===== src/rtl/nvp_pkg.sv =====
// nvp_pkg: shared widths, codes and the command type of the nearest vertex picker
// no dependencies; used by the interfaces and every module of the block
package nvp_pkg;

  // table size default
  localparam int unsigned MAX_VERTICES_DEF = 1024;

  // payload widths
  localparam int unsigned MODE_W     = 2;
  localparam int unsigned INDEX_W    = 10;
  localparam int unsigned COORD_W    = 16;
  localparam int unsigned COUNT_W    = 11;
  localparam int unsigned HL_W       = 10;
  localparam int unsigned DIST_W     = 33;
  localparam int unsigned SQ_W       = 32;
  localparam int unsigned CFG_IDX_W  = 2;
  localparam int unsigned CFG_DATA_W = 11;

  // command queue depth, a power of two
  localparam int unsigned QUEUE_DEPTH = 2;

  // item modes
  localparam logic [MODE_W-1:0] MODE_LOAD  = 2'd0;
  localparam logic [MODE_W-1:0] MODE_QUERY = 2'd1;
  localparam logic [MODE_W-1:0] MODE_CYCLE = 2'd2;

  // configuration register indexes
  localparam logic [CFG_IDX_W-1:0] CFG_VERTEX_COUNT = 2'd0;
  localparam logic [CFG_IDX_W-1:0] CFG_CYCLE_ENABLE = 2'd1;

  // classified operation handed to the back end
  typedef enum logic [1:0] {
    CMD_NOP   = 2'd0,
    CMD_LOAD  = 2'd1,
    CMD_QUERY = 2'd2,
    CMD_CYCLE = 2'd3
  } cmd_e;

  typedef struct packed {
    cmd_e                      op;
    logic [INDEX_W-1:0]        index;
    logic signed [COORD_W-1:0] x;
    logic signed [COORD_W-1:0] y;
    logic                      depends;
    logic [COUNT_W-1:0]        n;
  } cmd_t;

endpackage


===== src/rtl/nvp_if.sv =====
// nvp_if: valid/ready channel interfaces for items, results and config writes
// depends on nvp_pkg for payload widths
interface nvp_item_if;
  logic                              valid;
  logic                              ready;
  logic [nvp_pkg::MODE_W-1:0]        mode;
  logic [nvp_pkg::INDEX_W-1:0]       entry_index;
  logic signed [nvp_pkg::COORD_W-1:0] point_x;
  logic signed [nvp_pkg::COORD_W-1:0] point_y;
  logic                              entry_depends;

  modport source (output valid, mode, entry_index, point_x, point_y, entry_depends,
                  input ready);
  modport sink (input valid, mode, entry_index, point_x, point_y, entry_depends,
                output ready);
endinterface


interface nvp_cfg_if;
  logic                            valid;
  logic                            ready;
  logic [nvp_pkg::CFG_IDX_W-1:0]   index;
  logic [nvp_pkg::CFG_DATA_W-1:0]  data;

  modport source (output valid, index, data, input ready);
  modport sink (input valid, index, data, output ready);
endinterface


===== src/rtl/nvp_front.sv =====
// nvp_front: config registers, item intake and classification into commands
// depends on nvp_pkg and the channel interfaces in nvp_if
module nvp_front #(
  parameter int unsigned MAX_VERTICES = nvp_pkg::MAX_VERTICES_DEF
) (
  input  logic             clk_i,
  input  logic             rst_ni,
  nvp_cfg_if.sink          cfg_i,
  nvp_item_if.sink         item_i,
  input  logic             full_i,
  output logic             push_o,
  output nvp_pkg::cmd_t    cmd_o
);

  logic [nvp_pkg::COUNT_W-1:0] count_q;
  logic                        cyc_en_q;
  logic [nvp_pkg::COUNT_W-1:0] n_use;

  // config writes are always taken
  assign cfg_i.ready = 1'b1;

  always_ff @(posedge clk_i or negedge rst_ni) begin
    if (!rst_ni) begin
      count_q  <= '0;
      cyc_en_q <= 1'b0;
    end else if (cfg_i.valid) begin
      unique case (cfg_i.index)
        nvp_pkg::CFG_VERTEX_COUNT: count_q  <= cfg_i.data;
        nvp_pkg::CFG_CYCLE_ENABLE: cyc_en_q <= cfg_i.data[0];
        default: ;
      endcase
    end
  end

  // entries in use saturate at the table size
  assign n_use = (32'(count_q) > 32'(MAX_VERTICES)) ?
                 nvp_pkg::COUNT_W'(MAX_VERTICES) : count_q;

  // item beat handshake
  assign item_i.ready = !full_i;
  assign push_o       = item_i.valid && !full_i;

  // classify the item; anything with nothing to do becomes a no-op
  always_comb begin
    cmd_o.index   = item_i.entry_index;
    cmd_o.x       = item_i.point_x;
    cmd_o.y       = item_i.point_y;
    cmd_o.depends = item_i.entry_depends;
    cmd_o.n       = n_use;
    unique case (item_i.mode)
      nvp_pkg::MODE_LOAD:
        cmd_o.op = (32'(item_i.entry_index) < 32'(MAX_VERTICES)) ?
                   nvp_pkg::CMD_LOAD : nvp_pkg::CMD_NOP;
      nvp_pkg::MODE_QUERY:
        cmd_o.op = (n_use != '0) ? nvp_pkg::CMD_QUERY : nvp_pkg::CMD_NOP;
      nvp_pkg::MODE_CYCLE:
        cmd_o.op = (cyc_en_q && n_use != '0) ? nvp_pkg::CMD_CYCLE : nvp_pkg::CMD_NOP;
      default:
        cmd_o.op = nvp_pkg::CMD_NOP;
    endcase
  end

endmodule


===== src/flat_wrapper.sv =====
// flat-port wrapper written by rule: the top's interface ports become plain ports
module nvp_front_flat 
#(
  parameter int unsigned MAX_VERTICES = nvp_pkg::MAX_VERTICES_DEF
)
  (clk_i, rst_ni, full_i, push_o, cmd_o, cfg_i_valid, cfg_i_index, cfg_i_data, cfg_i_ready, item_i_valid, item_i_mode, item_i_entry_index, item_i_point_x, item_i_point_y, item_i_entry_depends, item_i_ready);
  nvp_cfg_if cfg_i_i ();
  nvp_item_if item_i_i ();
  input  logic clk_i;
  input  logic rst_ni;
  input  logic full_i;
  output logic push_o;
  output nvp_pkg::cmd_t cmd_o;
  input wire logic [$bits(cfg_i_i.valid)-1:0] cfg_i_valid;
  input wire logic [$bits(cfg_i_i.index)-1:0] cfg_i_index;
  input wire logic [$bits(cfg_i_i.data)-1:0] cfg_i_data;
  output wire logic [$bits(cfg_i_i.ready)-1:0] cfg_i_ready;
  input wire logic [$bits(item_i_i.valid)-1:0] item_i_valid;
  input wire logic [$bits(item_i_i.mode)-1:0] item_i_mode;
  input wire logic [$bits(item_i_i.entry_index)-1:0] item_i_entry_index;
  input wire logic [$bits(item_i_i.point_x)-1:0] item_i_point_x;
  input wire logic [$bits(item_i_i.point_y)-1:0] item_i_point_y;
  input wire logic [$bits(item_i_i.entry_depends)-1:0] item_i_entry_depends;
  output wire logic [$bits(item_i_i.ready)-1:0] item_i_ready;
  assign cfg_i_i.valid = cfg_i_valid;
  assign cfg_i_i.index = cfg_i_index;
  assign cfg_i_i.data = cfg_i_data;
  assign cfg_i_ready = cfg_i_i.ready;
  assign item_i_i.valid = item_i_valid;
  assign item_i_i.mode = item_i_mode;
  assign item_i_i.entry_index = item_i_entry_index;
  assign item_i_i.point_x = item_i_point_x;
  assign item_i_i.point_y = item_i_point_y;
  assign item_i_i.entry_depends = item_i_entry_depends;
  assign item_i_ready = item_i_i.ready;
  nvp_front #(.MAX_VERTICES(MAX_VERTICES)) u_core (.clk_i(clk_i), .rst_ni(rst_ni), .cfg_i(cfg_i_i), .item_i(item_i_i), .full_i(full_i), .push_o(push_o), .cmd_o(cmd_o));
endmodule

===== config.mk =====
export PLATFORM = sky130hd
export DESIGN_NAME = nvp_front_flat
export DESIGN_NICKNAME = d
export VERILOG_FILES = /design/src/rtl/nvp_pkg.sv /design/src/rtl/nvp_if.sv /design/src/rtl/nvp_front.sv /design/src/flat_wrapper.sv
export SDC_FILE = /design/constraint.sdc
export NUM_CORES = 1
export LEC_CHECK = 0
export BUFFER_PORTS_ARGS = -buffer_cell sky130_fd_sc_hd__clkbuf_2
export CAP_MARGIN = 20
export CORE_MARGIN = 2
export CORE_UTILIZATION = 25
export DETAILED_ROUTE_END_ITERATION = 8
export PLACE_DENSITY = 0.76
export SLEW_MARGIN = 10
export SYNTH_ARGS = -nofsm -noshare
export SYNTH_HDL_FRONTEND = slang
export SYNTH_SLANG_ARGS = --single-unit

===== constraint.sdc =====
create_clock -name clk_i -period 3.2 [get_ports clk_i]
set_clock_uncertainty 0.2 [all_clocks]
set_input_delay 0.96 -clock clk_i [delete_from_list [all_inputs] [get_ports clk_i]]
set_output_delay 0.96 -clock clk_i [all_outputs]
set_load 0.01 [all_outputs]

# Word-level counts from Yosys, hierarchy flattened
# Cells that the tools add are included.
# totals
output_inout_bits,59
input_bits,63
wordCells,18
reg_bits,12
# classes
reduce_logical,8
eq_ne,3
magnitude_cmp,1
n_mux,4
# ops
operator,n
$gt 11x11->1 const B,1
$mux 11,1
$reduce_bool 11->1,1
$pmux 2 s3,1
$eq 2x1->1 const B,2
$logic_not 2->1,2
$mux 2,2
$reduce_and 2->1,2
$eq 2x2->1 const B,1
$logic_and 1x1->1,2
$logic_not 1->1,1

# Longest topological paths before layout
# logic_depth
word_depth,6
mapped_depth,3
depth_no_buf,3

# Worst setup path after synthesis
# Ideal clock, no wire load.
# synth_path
path_type,input -> output
from,input item_i_mode[1]
to,output cmd_o[54] in the netlist's numbering
path_stages,2
path_buffers,0
setup_slack_ps,587
arrival_ps,1453
t_required_ps,2040
path_cell_list,nor2b_1 -> a311oi_1
# synth_rtl
item,line,source
start: declaration,flat_wrapper.sv:19,input wire logic [$bits(item_i_i.mode)-1:0] item_i_mode;
end: declaration,flat_wrapper.sv:13,output nvp_pkg::cmd_t cmd_o;

==> metrics <==
Crit. End Element=output port; status=finished, final reports clean; number of vias per cell=between 4 and 5; clk_lat worst skew=~0.23 ns; register area=around 300 µm²; Final Slew Violations=0; routed wire length=roughly 1.6 mm; maxcap violations=0; CP max stage cell=or4_4; RSZ-0062 raised after global routing=no; CTS tree=done; Comb pwr share=around a quarter; Startpoint Class=register; initial core utilization=around a quarter; placed wire-length estimate=1.32 mm; leakage=0.421 nW; PD cells=554 nW/µm²; # port buffers=34; Placer Congestion=~0.65; register bit total from synthesis=12; Die W=about 66 µm; share of post-route cells with drive strength above 1=between 60% and 70%; area of the multi-input gates=between 200 and 300 µm²; critical path required time=2.04 ns; vias in the first global route=about 530; Sw Pwr=0.000137 W; final hold violation count=0; grt total ovfl=0; Layout fillers=approximately 390; Setup Fix Bufs, Post-CTS=0; DRC=0; sequential fraction of the synthesis area=31.7%; Area Growth Syn to Fin=-5.55%; synthesized area=roughly 950 µm²; internal power=approximately 0.00036 W; Nets=150; Routed Antenna Nets=0; Total GRT Usage=approximately 7.6%; commonest non-fill, non-tap cell in the layout=clkbuf_2; IO Pins=122; Reg2Reg Depth=1; hold path depth=1; CTS root buffer=clkbuf_8; syn_area_per_cell=about 10 µm²; Crit path depth=4; cell family with most CP delay=simple AND/OR/NAND/NOR gates; Period minus WS final=~2.8 ns; DRT iter0 DRCs=0; Clk pwr share=32.3%; switching share of total power=between 20 and 30%; largest net degree at the start of global routing=14; Syn. warnings=0; # clock sinks=12; row count=22; Clock Path Buffers=2; Core Region=3660 µm²; H-tree depth=1; Tcrit/Tclk final=about 87%; commonest non-fill, non-tap cells in the layout=clkbuf_2 (34), nor2b_1 (13), mux2_2 (12), dfrtp_1 (12), clkbuf_8 (4); drt wl/cell=roughly 12 µm; setup TNS=0 ns; first-pass detailed-route iteration total=1; final setup violating endpoints=0; Cell Chain, Critical Path=or4_4 > nor4_4 > a311oi_1 > clkbuf_2; post-cts repair resize count=0; first-pass GRT wire length=roughly 2.5 mm; Flop pwr share=a little over two fifths; CP peak stage delay=between 0.5 and 0.6 ns; WS Path Type=reg2out; post-synthesis cell count=94; Worst Path Max Fanout=3; total number of vias=~540; Synth cell types=15; synthesized net count=approximately 160; VDD IR max=around 270 µV; die area=4300 µm²; hold_buf cts=0; WP buf/inv=1; Min-Delay Path Class=reg2reg; ANT cells=0; clock-pin transition on the worst setup and hold timing paths=~0.05 ns; initial antenna violation count=0; utilization after layout=24.4%; Chip Height=65.6 µm; total CTS buffers=3; Max Freq=between 300 and 400 MHz; Worst EP arrival=~1.6 ns
## synthesized netlist by cell type, drive strengths merged
cell    number  share of area (%)
inv          1               0.40
mux2i        1                1.1
nor4         2                2.9
conb         1               0.40
dfrtp       12                 32
clkbuf       2               0.79
nor2b       13                8.6
nand3b       1               0.79
a311oi       1               0.92
mux2        12                 14
nor3b        1               0.79
buf         45                 36
or4          1                1.2
a21oi        1               0.53
## metal layers
layer | vias to the layer above | share of wire (%) | GRT usage, %
met5 | - | 0 | 0
met4 | 0 | 5.3 | 6.77
met3 | 12 | 17 | 4.11
met2 | 35 | 46 | 11.4
met1 | 248 | 33 | 7.67
li1 | 242 | - | -
## stage by stage
| step | hold WS [ns] | power, W | instances | setup slack, ns | instance area (µm²) |
|---|---|---|---|---|---|
| 2_1_floorplan | 0.295 | 0.000340 | 94 | 0.587 | 947 |
| 3_5_place_dp | 0.320 | 0.000340 | 130 | 0.440 | 840 |
| 4_1_cts | 0.332 | 0.000502 | 134 | 0.390 | 895 |
| 6_report | 0.327 | 0.000496 | 134 | 0.420 | 895 |
| 5_1_grt | 0.353 | 0.000527 | 134 | 0.335 | 895 |
| 3_3_place_gp | 0.310 | 0.000338 | 130 | 0.460 | 840 |
## power groups by stage
stage               combinational [W]  sequential, W  clock [W]
floorplan                    0.000138       0.000202          0
global placement             0.000124       0.000214          0
detailed placement           0.000126       0.000214          0
CTS                          0.000127       0.000212   0.000164
global route                 0.000136       0.000218   0.000173
finish                       0.000124       0.000212   0.000160
## final timing paths
kind | end | startpoint | slack (ns)
max | cmd_o[54] | u_core.count_q[4]$_DFFE_PN0P_ | 0.42
min | u_core.count_q[4]$_DFFE_PN0P_ | u_core.count_q[4]$_DFFE_PN0P_ | 0.33
max reg2reg | u_core.count_q[10]$_DFFE_PN0P_ | u_core.count_q[10]$_DFFE_PN0P_ | 2.04
min reg2reg | u_core.count_q[4]$_DFFE_PN0P_ | u_core.count_q[4]$_DFFE_PN0P_ | 0.33
max in group asynchronous | u_core.count_q[5]$_DFFE_PN0P_ | rst_ni | 2.18
min in group asynchronous | u_core.count_q[1]$_DFFE_PN0P_ | rst_ni | 0.40
## registers in the layout, indices dropped and copies added, names as in the netlist
| signal | count |
|---|---|
| u_core.cyc_en_q | 1 |
| u_core.count_q | 11 |
## cell families after synthesis
group,after synthesis,synth area share (%)
DFF,12,31.7
other,1,0.396
AOI/OAI and AO/OA,2,1.45
muxes,13,15.3
and+or+nand+nor,18,14.3
buffers and inverters,48,36.9
## area by class of cell
class / count / area share [%]
inverter: 1 / 0.420
multi-input combinational: 34 / 33.3
clock buffer: 4 / 6.15
tap: 48 / 6.71
timing repair buffer: 35 / 19.9
sequential: 12 / 33.6
No activity file was read; power rests on OpenSTA's default activity.
