[src/rtl/nvp_pkg.sv]
// nvp_pkg: shared widths, codes and the command type of the nearest vertex picker
// no dependencies; used by the interfaces and every module of the block
package nvp_pkg;

  // table size default
  localparam int unsigned MAX_VERTICES_DEF = 1024;

  // payload widths
  localparam int unsigned MODE_W     = 2;
  localparam int unsigned INDEX_W    = 10;
  localparam int unsigned COORD_W    = 16;
  localparam int unsigned COUNT_W    = 11;
  localparam int unsigned HL_W       = 10;
  localparam int unsigned DIST_W     = 33;
  localparam int unsigned SQ_W       = 32;
  localparam int unsigned CFG_IDX_W  = 2;
  localparam int unsigned CFG_DATA_W = 11;

  // command queue depth, a power of two
  localparam int unsigned QUEUE_DEPTH = 2;

  // item modes
  localparam logic [MODE_W-1:0] MODE_LOAD  = 2'd0;
  localparam logic [MODE_W-1:0] MODE_QUERY = 2'd1;
  localparam logic [MODE_W-1:0] MODE_CYCLE = 2'd2;

  // configuration register indexes
  localparam logic [CFG_IDX_W-1:0] CFG_VERTEX_COUNT = 2'd0;
  localparam logic [CFG_IDX_W-1:0] CFG_CYCLE_ENABLE = 2'd1;

  // classified operation handed to the back end
  typedef enum logic [1:0] {
    CMD_NOP   = 2'd0,
    CMD_LOAD  = 2'd1,
    CMD_QUERY = 2'd2,
    CMD_CYCLE = 2'd3
  } cmd_e;

  typedef struct packed {
    cmd_e                      op;
    logic [INDEX_W-1:0]        index;
    logic signed [COORD_W-1:0] x;
    logic signed [COORD_W-1:0] y;
    logic                      depends;
    logic [COUNT_W-1:0]        n;
  } cmd_t;

endpackage

[src/rtl/nvp_fifo.sv]
// nvp_fifo: short command queue between the front end and the back end
// depends on nvp_pkg for the command type and depth
module nvp_fifo (
  input  logic          clk_i,
  input  logic          rst_ni,
  input  logic          push_i,
  input  nvp_pkg::cmd_t cmd_i,
  output logic          full_o,
  input  logic          pop_i,
  output nvp_pkg::cmd_t cmd_o,
  output logic          empty_o
);

  localparam int unsigned PW = (nvp_pkg::QUEUE_DEPTH > 1) ? $clog2(nvp_pkg::QUEUE_DEPTH) : 1;
  localparam int unsigned CW = $clog2(nvp_pkg::QUEUE_DEPTH + 1);

  nvp_pkg::cmd_t  slot_q [nvp_pkg::QUEUE_DEPTH];
  logic [PW-1:0]  wr_ptr_q;
  logic [PW-1:0]  rd_ptr_q;
  logic [CW-1:0]  count_q;

  assign full_o  = (32'(count_q) == 32'(nvp_pkg::QUEUE_DEPTH));
  assign empty_o = (count_q == '0);
  assign cmd_o   = slot_q[rd_ptr_q];

  // slot storage
  always_ff @(posedge clk_i) begin
    if (push_i) begin
      slot_q[wr_ptr_q] <= cmd_i;
    end
  end

  // pointers and fill level
  always_ff @(posedge clk_i or negedge rst_ni) begin
    if (!rst_ni) begin
      wr_ptr_q <= '0;
      rd_ptr_q <= '0;
      count_q  <= '0;
    end else begin
      if (push_i) begin
        wr_ptr_q <= wr_ptr_q + 1'b1;
      end
      if (pop_i) begin
        rd_ptr_q <= rd_ptr_q + 1'b1;
      end
      if (push_i && !pop_i) begin
        count_q <= count_q + 1'b1;
      end else if (!push_i && pop_i) begin
        count_q <= count_q - 1'b1;
      end
    end
  end

`ifndef SYNTHESIS
  a_no_overflow: assert property (@(posedge clk_i) disable iff (!rst_ni)
    push_i && full_o |-> pop_i)
    else $error("command queue written while full");
  a_no_underflow: assert property (@(posedge clk_i) disable iff (!rst_ni)
    pop_i |-> !empty_o)
    else $error("command queue read while empty");
  a_count_in_range: assert property (@(posedge clk_i) disable iff (!rst_ni)
    32'(count_q) <= 32'(nvp_pkg::QUEUE_DEPTH))
    else $error("command queue fill level out of range");
`endif

endmodule

[config.mk]
export PLATFORM = sky130hd
export DESIGN_NAME = nvp_fifo
export DESIGN_NICKNAME = d
export VERILOG_FILES = /design/src/rtl/nvp_pkg.sv /design/src/rtl/nvp_fifo.sv
export SDC_FILE = /design/constraint.sdc
export NUM_CORES = 1
export LEC_CHECK = 0
export ABC_CLOCK_PERIOD_IN_PS = 3200
export BUFFER_PORTS_ARGS = -buffer_cell sky130_fd_sc_hd__buf_2
export CAP_MARGIN = 0
export CORE_AREA = 3 3 109 111
export DETAILED_ROUTE_END_ITERATION = 10
export DIE_AREA = 0 0 112 114
export GPL_ROUTABILITY_DRIVEN = 1
export SYNTH_ARGS = -nofsm -noshare
export SYNTH_HDL_FRONTEND = slang
export SYNTH_SLANG_ARGS = --single-unit
[constraint.sdc]
create_clock -name clk_i -period 3.2 [get_ports clk_i]
set_clock_uncertainty 0.1 [all_clocks]
set_input_delay 0.16 -clock clk_i [delete_from_list [all_inputs] [get_ports clk_i]]
set_output_delay 0.16 -clock clk_i [all_outputs]
set_load 0.02 [all_outputs]
Word level (Yosys, flattened, before mapping):

Memories as Yosys holds them, arrays and structs flattened.
Index checks and enable logic that the tools add are counted.

* register bits: 4
* bits in latches: 0
* bits in writable memories: 112
* memory bits (read-only): 0
* bits of input ports: 60
* output and inout port bits: 58
* word-level logic and storage cells: 19
* memories kept: 1

Memory list
* slot_q: words 2, width 56, rd ports 1, clocked after Yosys merged registers in 0, write ports 1, RTL line nvp_fifo.sv:17 `nvp_pkg::cmd_t slot_q [nvp_pkg::QUEUE_DEPTH];`

* $add $sub $neg: 4
* multipliers: 0
* divide/modulo/power cells: 0
* $lt $le $gt $ge: 0
* equal/unequal tests: 1
* shifts and indexed selects: 0
* mux-type cells: 4
* bitwise gates (word level): 0
* reductions and logical operators: 6

Operators with widths (count)
* 2-bit two-way mux: 2
* 1-bit adder, second input constant: 2
* 2-bit by 1-bit adder with 2-bit output, second input constant: 1
* 2-bit equality test, second input constant: 1
* 1-bit logical AND: 2
* 1-bit zero test: 2
* 2-bit zero test: 1
* 1-bit two-way mux: 2
* 2-bit nonzero test: 1
* 2-bit by 1-bit subtractor with 2-bit output, second input constant: 1

Logic depth before layout (Yosys ltp):

Gate-level depths: netlist of the first run.

* depth in word-level cells: 4
* gate-level depth with buffers: 5
* gate-level depth less buffers: 5

Worst setup path after synthesis of the first run:

Ideal clock, no wire load.

* path type: reg-to-reg
* from: register wr_ptr_q
* to: memory slot_q[0][0] (netlist name) (enable)
* library setup time: 477 ps
* arrival: 2896 ps
* required time: 2623 ps
* setup slack: -273 ps
* cell stages (with the launch flop): 2
* path buffers: 0
* clock period less this slack: 3473 ps
* cells stage by stage: dfrtp_1 > nor2b_1

RTL lines
* start, declared: RTL line nvp_fifo.sv:18 `logic [PW-1:0] wr_ptr_q;`
* start signal, assigned: RTL line nvp_fifo.sv:41 `wr_ptr_q <= wr_ptr_q + 1'b1;`
* end, declared: RTL line nvp_fifo.sv:17

Straight into the memory's write port.

==> results of run 1 <==
-- routing by layer --
layer / GRT usage / part of all wire / vias to the layer above
li1: - / - / 1137
met3: 0.0599 / 0.080 / 5
met1: 0.154 / 0.42 / 1142
met5: 0 / 0 / -
met4: 0.0481 / 0.0054 / 0
met2: 0.215 / 0.50 / 87
-- kinds of logic after synthesis --
| logic type | count (synthesis) | synth area share |
|---|---|---|
| simple gates | 5 | 0.00604 |
| buf+inv | 7 | 0.0135 |
| mux | 56 | 0.171 |
| fa+ha+maj | 1 | 0.00288 |
| flops | 116 | 0.797 |
| xor+xnor | 5 | 0.0101 |
-- report_power, final --
group          switching [mW]  leakage (nW)  internal (mW)  total (mW)
Sequential              0.253          1.10           2.02        2.27
Clock                   0.611         0.271           1.17        1.78
Combinational           0.796          1.13          0.762        1.56
-- repair_timing --
action | 4_1_cts | 5_1_grt
hold endpoints to repair | 119 | 0
setup buffers | 0 | 0
hold buffers | 60 | 0
-- cell usage after synthesis (all sizes together) --
cell,number
xnor2,1
xor2,4
and2,1
inv,1
dfrtp,4
ha,1
nor2,2
mux2,56
edfxtp,112
nor2b,2
buf,6
-- per-stage QoR --
stage               hold WS (ns)  setup slack, ns
CTS                        0.246            0.703
detailed placement        -0.125             1.26
floorplan                 -0.236            0.808
global placement          -0.126             1.26
finish                     0.274            0.793
global route               0.256            0.665
-- sequential cells by signal, summed over array words and instances, names as in the netlist --
name      cells
wr_ptr_q      1
slot_q      112
rd_ptr_q      1
count_q       2
-- worst max-delay path, cell delays in order (launching register included) --
cell     delay, ns
dfrtp_4       1.05
mux2_2        0.43
buf_2         0.16
-- layout by cell type (no fill, tap or decap), drive strengths merged --
cell and n:
xnor2 1, bufinv 3, clkinv 8, ha 1, dlygate4sd3 60, mux2 56
edfxtp 112, nor2 2, and2 1, clkbuf 19, clkinvlp 2, buf 119
dfrtp 4, xor2 4, nor2b 2, inv 1
-- how the worst max path moves through the flow --
| stage | to | slack (ns) | cells past startpoint |
|---|---|---|---|
| 3_3_place_gp | cmd_o[41] | 1.26 | 2 |
| 4_1_cts | cmd_o[41] | 0.70 | 2 |
| 3_5_place_dp | cmd_o[41] | 1.26 | 2 |
| 6_report | cmd_o[41] | 0.79 | 2 |
| 2_1_floorplan | slot_q[0][0] | 0.81 | 1 |
| 5_1_grt | cmd_o[41] | 0.67 | 2 |
-- cell type report --
| class | count | share of cell area |
|---|---|---|
| clock buffers | 19 | 0.0673 |
| inverters | 1 | 0.000599 |
| repair buffers | 179 | 0.196 |
| multi-input cells | 67 | 0.133 |
| well taps | 140 | 0.0279 |
| clock inverters | 13 | 0.0224 |
| flip-flops and latches | 116 | 0.553 |
==> impl_metrics.tcl, run 1 <==
set metrics [dict create \
    max_freq_mhz 415 \
    postSynthCellCount 190 \
    max_slew_margin 0.370 \
    clk_path_buf_depth 2 \
    startpoint_type "flop" \
    grt_pass1_vias 2628 \
    slew_viol_final 0 \
    hp-class "in2reg" \
    crit_fanout 57 \
    clk_latency_ns 0.50 \
    tritoncts "done" \
    multi_input_area_um2 835 \
    initialDrtViolationCount 85 \
    wire_per_inst_um 14.9 \
    cp.required_ns 2.94 \
    root_buffer "clkbuf_8" \
    hold_viol 0 \
    grtUsageTotal 0.132 \
    worst_slew_pin_slew_ns 0.946 \
    port_buffers 117 \
    r2r-start "wr_ptr_q" \
    layout.cells.non_filler 535 \
    status "finished, final reports clean" \
    nets 443 \
    place_inst 443 \
    ys_ff_latch 116 \
    place_hpwl_um 4720 \
    fin_crit_sh 0.752 \
    placementRows 38 \
    die_area_mm2 0.0128 \
    drtAntennaViolNets 0 \
    p_total_mw 5.61 \
    register_area_mm2 0.00347 \
    area_delta_synth_final_pct 44.2 \
    r2r_cells 2 \
    stdcell_area_mm2 0.00627 \
    synth.distinct_cells 13 \
    cts.sinks 116 \
    netlist_area_mm2 0.00435 \
    worstHoldStart "cmd_i[37]" \
    min_to "slot_q[1][37]" \
    dieWidth_um 112 \
    netlist_top_cells_area "edfxtp_1 77%, mux2_4 10%, mux2_2 6.7%" \
    coreArea_mm2 0.0109 \
    powerDensity_mw_per_mm2 895 \
    rsz0062_at_grt "no" \
    via_per_inst 4.43 \
    grt_max_degree 58 \
    cp_data_arrival_time_ns 2.15 \
    cap_violations 0 \
    drt-total-wl_um 7960 \
    start_util 0.399 \
    die_y_um 114 \
    boundaryPins 118 \
    gp_congestion 0.662 \
    critPathCaptureType "output pin" \
    first_pass_iters 4 \
    crit_start "rd_ptr_q" \
    antenna_found_initial 0 \
    cts_inserted_buffers 17 \
    seq_area_frac_synth 0.797 \
    placed_cell_area_mm2 0.00511 \
    num_vias 2371 \
    critical_path_class "reg2out" \
    hold_depth 2 \
    drive_gt1_frac 0.516 \
    synth_fp_nets 251 \
    post_cts_resized 0 \
    worst_r2r_endpoint "slot_q[1][43]" \
    n_fill_cell 882 \
    fin_tns_setup_ns 0 \
    ys_warn_count 0 \
    power.leakage_nw 2.50 \
    r2r_slack_ns 1.48 \
    post_synth.cell_area_avg_um2 22.9 \
    synth_top_area_cell "edfxtp_1" \
    path_clk_slew_ns 0.05 \
    gr-total-overflow 0 \
    yosys.area.top_type_share 0.774 \
    diodes 0 \
    setup_viol 0 \
    drc 0 \
    cts_max_level 4 \
    grt_pass1_wl_um 12800 \
    fin_crit_ns 2.41 \
    finish.utilization 0.576 \
    vdd_ir_drop_max_uv 446 \
]
Note: power is estimated with default switching activity, not from simulation.
==> inputs of run 2 (changes only) <==
Settings changed: ABC_CLOCK_PERIOD_IN_PS 3200 to 2420.
Clock period 3.2 ns to 2.42 ns, I/O delays scaled along.
==> run 2 against run 1 <==
Net effect:
- count of clock-buffer cells in the layout did not move
- first-iteration DRC count down 1.2%
- cell count grew 0.37%
- combinational power grew 48%
- global-route usage increased by 0.12 points
- worst hold slack got worse by 0.021 ns
- register-to-register slack lost 0.43 ns
- design area increased by 0.82%
- flip-flop and latch count is the same
- largest cell class unchanged
- highest routed layer unchanged
==> impl_metrics.tcl, run 2 (synthesis gave the netlist of run 1 again) <==
set metrics [dict create \
    status "finished, final reports clean" \
    first_pass_iters 4 \
    crit_path_max_incr_delay_ns 0.42 \
    grt_pass1_wl_um 13100 \
    drive_gt1_frac 0.516 \
    place_hpwl_um 4640 \
    crit_start "rd_ptr_q" \
    clk_latency_ns 0.49 \
    worst_slew_pin_slew_ns 0.367 \
    setup_viol 0 \
    diodes 0 \
    start_util 0.399 \
    wire_per_inst_um 14.5 \
    placementRows 38 \
    critical_path_class "reg2out" \
    area_delta_synth_final_pct 45.4 \
    r2r_slack_ns 1.05 \
    hp-class "in2reg" \
    grt_max_degree 57 \
    die_area_mm2 0.0128 \
    num_vias 2357 \
    cts.sinks 116 \
    stdcell_area_mm2 0.00632 \
    antenna_found_initial 0 \
    cts_setup_buffers 0 \
    max_slew_margin 0.756 \
    fin_crit_sh 0.833 \
    initialDrtViolationCount 84 \
    combinationalPowerShare 0.306 \
    power.leakage_nw 2.52 \
    die_y_um 114 \
    tritoncts "done" \
    critPathCaptureType "output pin" \
    grtUsageTotal 0.133 \
    final_common_cell "buf_2" \
    hold_viol 0 \
    port_buffers 117 \
    sw_frac_of_total 0.289 \
    crit_fanout 22 \
    slowest_stage "dfrtp_4" \
    gr-total-overflow 0 \
    drtAntennaViolNets 0 \
    clockPowerShare 0.323 \
    slew_viol_final 0 \
    gp_congestion 0.660 \
    via_per_inst 4.39 \
    nets 445 \
    dieWidth_um 112 \
    grt_pass1_vias 2683 \
    drt-total-wl_um 7770 \
    largest_reg_flops 112 \
    boundaryPins 118 \
    coreArea_mm2 0.0109 \
    cp_cell_sequence "buf_4, mux2_2, buf_2" \
    final_cell_mix "117 x buf_2, 112 x edfxtp_1, 60 x dlygate4sd3_1" \
    fin_tns_setup_ns 0 \
    cp_data_arrival_time_ns 1.80 \
    max_freq_mhz 496 \
    vdd_ir_drop_max_uv 632 \
    root_buffer "clkbuf_8" \
    drc 0 \
    placed_cell_area_mm2 0.00513 \
    internal_power_mw 5.36 \
    seqPwrFrac 0.371 \
    switchingPower_mw 2.18 \
    cp.required_ns 2.20 \
    fin_crit_ns 2.02 \
    powerDensity_mw_per_mm2 1190 \
    regMostFlops "slot_q" \
    cts_inserted_buffers 17 \
    clk_path_buf_depth 2 \
    startpoint_type "flop" \
    cts_max_level 4 \
    path_clk_slew_ns 0.05 \
    r2r-start "wr_ptr_q" \
    worstHoldStart "cmd_i[43]" \
    rsz0062_at_grt "no" \
    top_regs "slot_q (112), count_q (2)" \
    cap_violations 0 \
]
[run 2: cell types whose count changed in the layout (fill, tap and decap cells not counted), sizes merged]
| cell | delta |
|---|---|
| bufinv | +1 |
| clkinv | -1 |
| buf | +2 |
[run 2: cell type report]
class	instances	area, um2
timing repair buffer	181	1250
clock buffer	19	422
sequential	116	3470
multi-input combinational	67	835
clock inverter	13	164
tap	140	175
inverter	1	3.75
fill	883	4570
[run 2: worst max-delay path, delay by kind of cell, from the launching register on]
family	cells	cell delay, ns
flops	1	0.42
mux	1	0.38
buf+inv	2	0.50
[run 2: timing repair]
item | in CTS | in global routing
hold buffers | 60 | 0
resized for setup | 0 | 0
hold endpoints to repair | 119 | 0
setup endpoints to repair | 0 | 0
[run 2: metal layers]
layer,global-route usage,vias to the layer above,part of all wire
li1,-,1139,-
met4,0.0577,0,0.015
met2,0.224,84,0.50
met1,0.150,1124,0.40
met3,0.0536,10,0.083
met5,0,-,0
[run 2: path summary, 6_finish.rpt]
path,to,depth (start not counted)
setup / recovery,cmd_o[47],3
hold / removal,slot_q[1][43],2
setup reg to reg,slot_q[1][23],2
hold reg to reg,count_q[1],1
max in group asynchronous,rd_ptr_q,3
min in group asynchronous,count_q[0],3
[run 2: per-stage QoR]
step / total power [mW] / utilization / worst slack, ns / cells / hold slack, ns
after global routing: 7.91 / 0.580 / 0.296 / 537 / 0.231
after CTS: 7.66 / 0.580 / 0.347 / 537 / 0.217
after global placement: 5.09 / 0.472 / 0.912 / 445 / -0.169
final: 7.54 / 0.580 / 0.404 / 537 / 0.253
after floorplan: 4.45 / - / 0.0276 / 190 / -0.275
after detailed placement: 5.12 / 0.472 / 0.885 / 445 / -0.165
[run 2: power groups by stage]
stage          clock network [mW]  registers (mW)  logic [mW]
5_1_grt                      2.60            2.83        2.48
4_1_cts                      2.50            2.79        2.36
3_5_place_dp                    0            2.83        2.28
3_3_place_gp                    0            2.81        2.28
2_1_floorplan                   0            2.81        1.65
6_report                     2.43            2.79        2.31
==> inputs of run 3 (changes only) <==
Settings changed: ABC_CLOCK_PERIOD_IN_PS 2420 to 2000.
Clock period 2.42 ns to 2 ns, I/O delays scaled along.
==> run 3 against run 2 <==
Net effect:
- first-iteration DRC count grew 11%
- register-to-register slack worse by 0.37 ns
- cell count is 0.37% higher
- wire length is 2.1% higher
- non-clock buffer count up 2
- power grew 19%
- worst hold slack got worse by 0.025 ns
- combinational power is 23% higher
- sequential share of layout area is 0.087 points higher
- flip-flop and latch count did not move
==> impl_metrics.tcl, run 3 (synthesis gave the netlist of run 1 again) <==
set metrics [dict create \
    final_cell_mix "117 x buf_2, 112 x edfxtp_1, 60 x dlygate4sd3_1" \
    cts.sinks 116 \
    worst_slew_pin_slew_ns 0.268 \
    drtAntennaViolNets 0 \
    place_hpwl_um 4720 \
    top_regs "slot_q (112), count_q (2)" \
    startpoint_type "flop" \
    path_clk_slew_ns 0.06 \
    dieWidth_um 112 \
    largest_reg_flops 112 \
    cts_setup_buffers 0 \
    start_util 0.399 \
    clk_latency_ns 0.49 \
    first_pass_iters 4 \
    gp_congestion 0.662 \
    slew_viol_final 0 \
    drt-total-wl_um 7940 \
    gr-total-overflow 0 \
    die_y_um 114 \
    critPathCaptureType "output pin" \
    setup_viol 0 \
    via_per_inst 4.42 \
    grt_pass1_vias 2597 \
    area_delta_synth_final_pct 45.1 \
    status "finished, final reports clean" \
    finish.utilization 0.580 \
    coreArea_mm2 0.0109 \
    fin_crit_ns 1.92 \
    die_area_mm2 0.0128 \
    placementRows 38 \
    rsz0062_at_grt "no" \
    cp.required_ns 1.80 \
    powerDensity_mw_per_mm2 1420 \
    boundaryPins 118 \
    grt_max_degree 46 \
    crit_fanout 32 \
    fin_crit_sh 0.958 \
    nets 447 \
    hold_viol 0 \
    antenna_found_initial 0 \
    max_slew_margin 0.821 \
    fin_tns_setup_ns 0 \
    tritoncts "done" \
    cap_violations 0 \
    max_freq_mhz 522 \
    root_buffer "clkbuf_8" \
    initialDrtViolationCount 93 \
    power.leakage_nw 2.51 \
    drive_gt1_frac 0.534 \
    port_buffers 117 \
    cts_inserted_buffers 17 \
    grt_pass1_wl_um 12400 \
    critical_path_class "reg2out" \
    diodes 0 \
    final_common_cell "buf_2" \
    regMostFlops "slot_q" \
    num_vias 2385 \
    grtUsageTotal 0.128 \
    drc 0 \
    cp_data_arrival_time_ns 1.72 \
    vdd_ir_drop_max_uv 761 \
    clk_path_buf_depth 2 \
    wire_per_inst_um 14.7 \
    cts_max_level 4 \
    hp-class "in2reg" \
]
==> run 3: cell count changes in the layout (fill, tap and decap cells not counted) <==
| cell | before | now |
|---|---|---|
| clkinvlp_4 | 2 | 5 |
| clkinv_1 | 5 | 1 |
| buf_12 | 3 | 4 |
| bufinv_16 | 4 | 1 |
| clkbuf_1 | 2 | 0 |
| buf_4 | 1 | 2 |
| clkinv_4 | 0 | 3 |
| inv_6 | 0 | 3 |
==> run 3: stage by stage <==
step	area, um2	instances	power, mW	setup slack (ns)	hold WS, ns
after floorplan	4360	190	5.38	0.222	-0.296
after global placement	5160	447	6.21	0.595	-0.190
after detailed placement	5160	447	6.24	0.584	-0.188
after CTS	6310	539	9.08	0.0379	0.192
after global routing	6310	539	9.36	0.00572	0.203
final	6310	539	8.93	0.0849	0.228
==> run 3: layer usage <==
metal / part of all wire / up-vias / global-route usage
li1: - / 1146 / -
met1: 0.42 / 1150 / 0.148
met2: 0.50 / 81 / 0.214
met3: 0.068 / 8 / 0.0483
met5: 0 / - / 0
met4: 0.011 / 0 / 0.0529
==> run 3: area by class of cell <==
type | instances | area (um2)
Fill cell | 871 | 4580
Sequential cell | 116 | 3470
Timing Repair Buffer | 183 | 1280
Multi-Input combinational cell | 67 | 835
Clock buffer | 17 | 414
Tap cell | 140 | 175
Clock inverter | 15 | 134
Inverter | 1 | 3.75
==> run 3: report_power, final <==
| group | switching (mW) | internal (mW) |
|---|---|---|
| Clock | 1.05 | 1.65 |
| Combinational | 1.56 | 1.29 |
| Sequential | 0.141 | 3.24 |
==> run 3: worst paths after layout <==
check / start / to / slack, ns / cells after the start
worst min register to register: count_q[1] / count_q[1] / 0.41 / 1
max in group asynchronous: rst_ni / rd_ptr_q / 1.16 / 3
worst max-delay path: rd_ptr_q / cmd_o[42] / 0.08 / 3
min in group asynchronous: rst_ni / count_q[0] / 0.44 / 3
worst min-delay path: cmd_i[46] / slot_q[1][46] / 0.23 / 2
worst max register to register: wr_ptr_q / slot_q[1][20] / 0.68 / 2
==> run 3: worst max-delay path, stage by stage, from the launching register on <==
cell and delay (ns):
dfrtp_4 0.44, buf_12 0.25, mux2_2 0.36, buf_2 0.16
==> run 3: timing repair <==
action,CTS,global route
hold endpoints to repair,119,0
hold buffers,60,0
gates resized for setup,0,0
endpoints found under the setup margin,0,0
